<file path="src/rtl/core/mps_pkg.sv">
// Shared types and constants of the mirror partner search block.
package mps_pkg;

  localparam int COORD_W = 16;
  localparam int SQ_W    = 2 * COORD_W + 1;
  localparam int DIST_W  = SQ_W + 1;
  localparam int OUT_IDX_W = 4;

  typedef logic [DIST_W-1:0] dist_t;
  typedef logic [SQ_W-1:0]   sq_t;

  // One stored point: x in the low half, y in the high half.
  typedef struct packed {
    logic signed [COORD_W-1:0] y;
    logic signed [COORD_W-1:0] x;
  } point_t;

  // Tag that travels with each candidate through the distance pipeline.
  typedef struct packed {
    logic vld;
    logic first;
    logic last;
  } ctl_t;

endpackage

</file>
<file path="src/rtl/core/mps_point_mem.sv">
// Point store: one write port, one registered read port.
module mps_point_mem #(
  parameter int DEPTH = 16,
  parameter int AW    = 4
) (
  input  logic            clk,
  input  logic            we,
  input  logic [AW-1:0]   waddr,
  input  mps_pkg::point_t wdata,
  input  logic [AW-1:0]   raddr,
  output mps_pkg::point_t rdata
);
  import mps_pkg::*;

  point_t mem [DEPTH];

  always_ff @(posedge clk) begin
    if (we) begin
      mem[waddr] <= wdata;
    end
    rdata <= mem[raddr];
  end

endmodule

</file>
<file path="src/rtl/core/mps_dist_unit.sv">
// Shared distance unit: squares of the mirrored offsets, then their sum.
module mps_dist_unit (
  input  logic            clk,
  input  logic            rst,
  input  mps_pkg::point_t pi,
  input  mps_pkg::point_t pj,
  input  mps_pkg::ctl_t   ctl_in,
  output mps_pkg::dist_t  sum_sq,
  output mps_pkg::ctl_t   ctl_out
);
  import mps_pkg::*;

  logic signed [COORD_W:0]     dx;
  logic signed [COORD_W:0]     dy;
  logic signed [2*COORD_W+1:0] dx_sq;
  logic signed [2*COORD_W+1:0] dy_sq;
  sq_t  sq_x;
  sq_t  sq_y;
  ctl_t ctl_sq;

  // Mirroring across the vertical axis turns the x difference into a sum.
  assign dx = {pi.x[COORD_W-1], pi.x} + {pj.x[COORD_W-1], pj.x};
  assign dy = {pi.y[COORD_W-1], pi.y} - {pj.y[COORD_W-1], pj.y};
  assign dx_sq = dx * dx;
  assign dy_sq = dy * dy;

  always_ff @(posedge clk) begin
    if (rst) begin
      ctl_sq  <= '0;
      ctl_out <= '0;
    end else begin
      ctl_sq  <= ctl_in;
      ctl_out <= ctl_sq;
    end
    sq_x   <= dx_sq[SQ_W-1:0];
    sq_y   <= dy_sq[SQ_W-1:0];
    sum_sq <= {1'b0, sq_x} + {1'b0, sq_y};
  end

endmodule

</file>
<file path="src/rtl/core/mirror_partner_search.sv">
// Top level of the mirror partner search block.
// Points stream in on s_axis one transfer a cycle; the transfer with tlast closes the set
// and starts the search, and points beyond MAX_POINTS are dropped. For each stored point i
// the sequencer reads i from the point store, then streams all N stored points through one
// shared distance unit (two squarers and an adder, one candidate a cycle) and keeps the
// first minimum of (xi+xj)^2+(yi-yj)^2. The next point waits out any output stall, and
// s_axis is not ready during the search. One result per point leaves on m_axis in load
// order, the last with tlast; the next set may begin loading while that last result still
// waits to be taken.
module mirror_partner_search #(
  parameter int MAX_POINTS = 16
) (
  input  logic        clk,
  input  logic        rst,
  input  logic        s_axis_tvalid,
  output logic        s_axis_tready,
  input  logic [31:0] s_axis_tdata,   // [15:0] point_x, [31:16] point_y
  input  logic        s_axis_tlast,   // set_end
  output logic        m_axis_tvalid,
  input  logic        m_axis_tready,
  output logic [7:0]  m_axis_tdata,   // [3:0] point_index, [7:4] partner_index
  output logic        m_axis_tlast    // final_result
);
  import mps_pkg::*;

  localparam int IDX_W = (MAX_POINTS > 1) ? $clog2(MAX_POINTS) : 1;
  localparam int CNT_W = $clog2(MAX_POINTS + 1);

  typedef enum logic [2:0] {
    ST_LOAD, ST_FETCH, ST_LATCH, ST_SCAN, ST_DRAIN, ST_RESULT
  } state_t;

  state_t             state;
  logic [CNT_W-1:0]   count;
  logic [IDX_W-1:0]   idx_i;
  logic [IDX_W-1:0]   idx_j;
  logic [IDX_W-1:0]   cand;
  logic [IDX_W-1:0]   best_j;
  dist_t              best;
  point_t             pi;
  point_t             rdata;
  ctl_t               req_ctl;
  ctl_t               dist_ctl;
  dist_t              cand_dist;
  logic [IDX_W-1:0]   raddr;
  logic               in_xfer;
  logic               store_we;
  logic               last_j;
  logic               last_i;
  logic [IDX_W-1:0]   cand_next;
  logic               take_best;
  logic [IDX_W+OUT_IDX_W-1:0] ext_i;
  logic [IDX_W+OUT_IDX_W-1:0] ext_j;

  assign s_axis_tready = (state == ST_LOAD);
  assign in_xfer  = s_axis_tvalid && s_axis_tready;
  assign store_we = in_xfer && (count < CNT_W'(MAX_POINTS));
  assign raddr    = (state == ST_SCAN) ? idx_j : idx_i;
  assign last_j   = (CNT_W'(idx_j) + CNT_W'(1)) == count;
  assign last_i   = (CNT_W'(idx_i) + CNT_W'(1)) == count;
  assign cand_next = dist_ctl.first ? '0 : cand + IDX_W'(1);
  assign take_best = dist_ctl.first || (cand_dist < best);
  assign ext_i = {{OUT_IDX_W{1'b0}}, idx_i};
  assign ext_j = {{OUT_IDX_W{1'b0}}, best_j};

  mps_point_mem #(
    .DEPTH (MAX_POINTS),
    .AW    (IDX_W)
  ) u_mem (
    .clk   (clk),
    .we    (store_we),
    .waddr (count[IDX_W-1:0]),
    .wdata (point_t'(s_axis_tdata)),
    .raddr (raddr),
    .rdata (rdata)
  );

  mps_dist_unit u_dist (
    .clk     (clk),
    .rst     (rst),
    .pi      (pi),
    .pj      (rdata),
    .ctl_in  (req_ctl),
    .sum_sq  (cand_dist),
    .ctl_out (dist_ctl)
  );

  always_ff @(posedge clk) begin
    if (rst) begin
      state         <= ST_LOAD;
      count         <= '0;
      idx_i         <= '0;
      idx_j         <= '0;
      req_ctl       <= '0;
      m_axis_tvalid <= 1'b0;
    end else begin
      if (state != ST_SCAN) begin
        req_ctl <= '0;
      end
      // In the result state the valid flag is set again whenever the slot is free.
      if (m_axis_tvalid && m_axis_tready && (state != ST_RESULT)) begin
        m_axis_tvalid <= 1'b0;
      end
      case (state)
        ST_LOAD: begin
          if (in_xfer) begin
            if (store_we) begin
              count <= count + CNT_W'(1);
            end
            if (s_axis_tlast) begin
              idx_i <= '0;
              state <= ST_FETCH;
            end
          end
        end
        ST_FETCH: begin
          state <= ST_LATCH;
        end
        ST_LATCH: begin
          idx_j <= '0;
          state <= ST_SCAN;
        end
        ST_SCAN: begin
          req_ctl <= '{vld: 1'b1, first: (idx_j == '0), last: last_j};
          idx_j   <= idx_j + IDX_W'(1);
          if (last_j) begin
            state <= ST_DRAIN;
          end
        end
        ST_DRAIN: begin
          if (dist_ctl.vld && dist_ctl.last) begin
            state <= ST_RESULT;
          end
        end
        ST_RESULT: begin
          if (!m_axis_tvalid || m_axis_tready) begin
            m_axis_tvalid <= 1'b1;
            m_axis_tdata  <= {ext_j[OUT_IDX_W-1:0], ext_i[OUT_IDX_W-1:0]};
            m_axis_tlast  <= last_i;
            if (last_i) begin
              count <= '0;
              state <= ST_LOAD;
            end else begin
              idx_i <= idx_i + IDX_W'(1);
              state <= ST_FETCH;
            end
          end
        end
        default: begin
          state <= ST_LOAD;
        end
      endcase
    end
    if (state == ST_LATCH) begin
      pi <= rdata;
    end
    if (dist_ctl.vld) begin
      cand <= cand_next;
      if (take_best) begin
        best   <= cand_dist;
        best_j <= cand_next;
      end
    end
  end

endmodule

</file>
<file path="config.mk">
export PLATFORM = sky130hd
export DESIGN_NAME = mirror_partner_search
export DESIGN_NICKNAME = d
export VERILOG_FILES = /design/src/rtl/core/mps_pkg.sv /design/src/rtl/core/mps_point_mem.sv /design/src/rtl/core/mps_dist_unit.sv /design/src/rtl/core/mirror_partner_search.sv
export SDC_FILE = /design/constraint.sdc
export NUM_CORES = 2
export LEC_CHECK = 0
export BUFFER_PORTS_ARGS = -buffer_cell sky130_fd_sc_hd__buf_2
export CORE_MARGIN = 2
export CORE_UTILIZATION = 65
export DETAILED_ROUTE_END_ITERATION = 10
export PLACE_DENSITY_LB_ADDON = 0.3
export SLEW_MARGIN = 15
export SYNTH_ARGS = -nofsm -noshare
export SYNTH_HDL_FRONTEND = slang
export SYNTH_HIERARCHICAL = 1
export SYNTH_SLANG_ARGS = --single-unit
</file>
<file path="constraint.sdc">
create_clock -name clk -period 10.4 [get_ports clk]
set_clock_uncertainty 0.1 [all_clocks]
set_input_delay 0 -clock clk [delete_from_list [all_inputs] [get_ports clk]]
set_output_delay 0 -clock clk [all_outputs]
set_load 0.01 [all_outputs]
</file>
==> metrics <==
multi-input logic area=0.0240 mm^2; status=complete, no violations; Hold Crit Depth=2; setup TNS=0 ps; M2 GR Usage=49.3%; Tmin final=8880 ps; initial core utilization=65.7%; Final Setup Violations=0; die width=276 um; Clk pin slew, worst setup/hold paths=70 ps; Post-CTS Resized=0; Placement Rows=99; Iteration-0 DRC Markers=2525; clk_lat worst skew=650 ps; busiest metal layer after global routing=met2; fin worst setup slack=1520 ps; largest net degree at the start of global routing=74; vias per cell=5.93; H-Tree Depth=3; fin. max-slew vios=0; hold_buf cts=36; commonest non-fill, non-tap cell in the layout=inv_1; first-pass GRT wire length=166 mm; core area=0.0730 mm^2; Fill cells=4742; root buffer cell=clkbuf_16; post-route ant nets=0; Post-CTS Setup Bufs=0; commonest non-fill, non-tap cells in the layout=inv_1 (714), edfxtp_1 (595), fa_1 (531); # IOs=48; Peak Freq=113 MHz; met3 Use GR=4.40%; Post-synth EDFFs=595; GRT overflow=0; max-cap violations=0; Net count, final=4643; vias=28700; Final Hold Vio Count=0; sequential fraction of the synthesis area=43.8%; critical path peak fanout=13; CTS Sinks=751; initial antenna violation count=5; total die area=0.0760 mm^2; Synthesized Nets=4532; critical path's slowest cell=fa_1; CP dominant cell by count=fa_1; syn avg cell area=12.9 um^2; post-synthesis cell type count=87; share of layout cells above drive strength 1=10.4%; GRT Resource Usage Total=28.7%; DRC=0; met1 Use GR=37.5%; CP endpoint kind=register; detailed-route wire length=104 mm; Mapped Cells=3706; Die Span Y=276 um; DP HPWL=69.4 mm; number of buffers created by CTS=73; R2R cell count=32; Area Growth Syn to Fin=9.09%; CP Launch Type=register; Syn Std Cell Area=0.0480 mm^2; top_reg_cell synth=edfxtp_1; Synthesis Warnings=6; Worst EP required=10820 ps; Slew @ Worst Pin=1090 ps; Min-Delay Path Class=input pin to register; max incr delay on CP=550 ps; Min Hold Slack=159 ps; vias in the first global route=30600; critical path type=register to register; ys async rst share=0%; unrepaired setup endpoints after global routing=false; First-pass DRT Iterations=5; slew margin rel.=27.1%; TritonCTS clock tree=done; final weighted congestion of routability-driven global placement=0.951; period utilisation layout=85.4%; Seq cells post-synth=751; register area=0.0210 mm^2; maximum clock insertion buffer count=3; wire per inst=21.4 um; pre-CTS setup slack=1710 ps; Worst EP arrival=9300 ps; PortBufs=47
==> Yosys cell counts (all sizes together), types with 6 or more instances <==
cell type  instances  area share (%)
a211oi            11            0.17
nand4             10            0.13
o21ai             64            0.70
clkbuf            59            0.49
o21bai            13            0.20
xor2              46            0.89
nor3              31            0.35
edfxtp           595              37
o2111ai            6            0.11
a21o              36            0.56
mux4             128             6.0
nand3             22            0.23
nor2             228             1.8
o21a              23            0.36
nor4               6           0.078
buf               37            0.45
fa               531              22
or2               13            0.17
and3              12            0.16
nand2            247             2.0
nand2b            19            0.25
a31oi             16            0.21
nand3b            10            0.16
ha               258             6.7
a22oi             66             1.0
dfxtp            156             6.5
a21boi             9            0.15
xnor2             93             1.7
a21oi             89            0.94
nor2b             27            0.35
and2              40            0.52
o31ai              8            0.15
inv              719             5.6
nor3b              6            0.10
==> area by class of cell <==
class                   count  share of cell area, %
clock inverters            32                  0.796
repair buffers            132                   1.84
clock buffers             103                   3.90
well taps                 959                   2.29
flip-flops and latches    751                   40.1
multi-input cells        2136                   45.9
inverters                 723                   5.19
diodes                      1                0.00478
==> per-layer routing <==
metal  up-vias  part of all wire, %  wire [um]
met2      1181                   51      52600
li1      12600                    -          -
met5         -                0.011         11
met3       270                  7.6       7900
met4         2                  3.6       3690
met1     14600                   38      39500
==> cell families (layout without fill, tap and decap cells) <==
group / after synthesis / in the layout / synth area share, %
AND/OR/NAND/NOR: 682 / 682 / 6.43
other: 0 / 1 / 0
adder cells (fa/ha/maj): 789 / 789 / 28.9
buffers and inverters: 819 / 990 / 6.59
AO/OA/AOI/OAI: 391 / 391 / 5.58
multiplexers: 135 / 135 / 6.16
flip-flops: 751 / 751 / 43.8
XOR/XNOR: 139 / 139 / 2.58
==> critical path: cells and delay by family, from the launching register on <==
kind,cells,cell delay [ps]
adders and majority gates,9,4020
AOI/OAI and AO/OA,13,2660
buffers and inverters,6,640
xor gates and xnor gates,2,590
DFF,1,380
and+or+nand+nor,2,350
==> state kept, by name, indices dropped and copies added (netlist names), 4 cells and up <==
signal	cells
u_mem/mem	512
best	34
u_dist/sum_sq	34
pi	32
u_dist/sq_x	32
u_dist/sq_y	32
u_mem/rdata	32
m_axis_tdata	8
count	5
best_j	4
cand	4
idx_i	4
idx_j	4
==> through the flow <==
step / utilization (%) / cells / cell area [um^2]
3_5_place_dp: 67.9 / 4665 / 49500
3_3_place_gp: 67.9 / 4665 / 49500
4_1_cts: 71.7 / 4836 / 52300
2_1_floorplan: - / 3706 / 48000
6_report: 71.7 / 4837 / 52300
5_1_grt: 71.7 / 4837 / 52300
==> path summary, 6_finish.rpt <==
kind / from / end / slack (ps)
max: pi[0]$_DFFE_PP_ / u_dist/sq_x[31]$_DFF_P_ / 1520
min: s_axis_tdata[15] / u_mem/mem[8][15]$_DFFE_PP_ / 160
max reg2reg: pi[0]$_DFFE_PP_ / u_dist/sq_x[31]$_DFF_P_ / 1520
min reg2reg: u_dist/ctl_sq[1]$_SDFF_PP0_ / u_dist/ctl_out[1]$_SDFF_PP0_ / 300
Power is not shown: default switching activity piles up to over one toggle a cycle in this logic, so the estimate is an artifact.
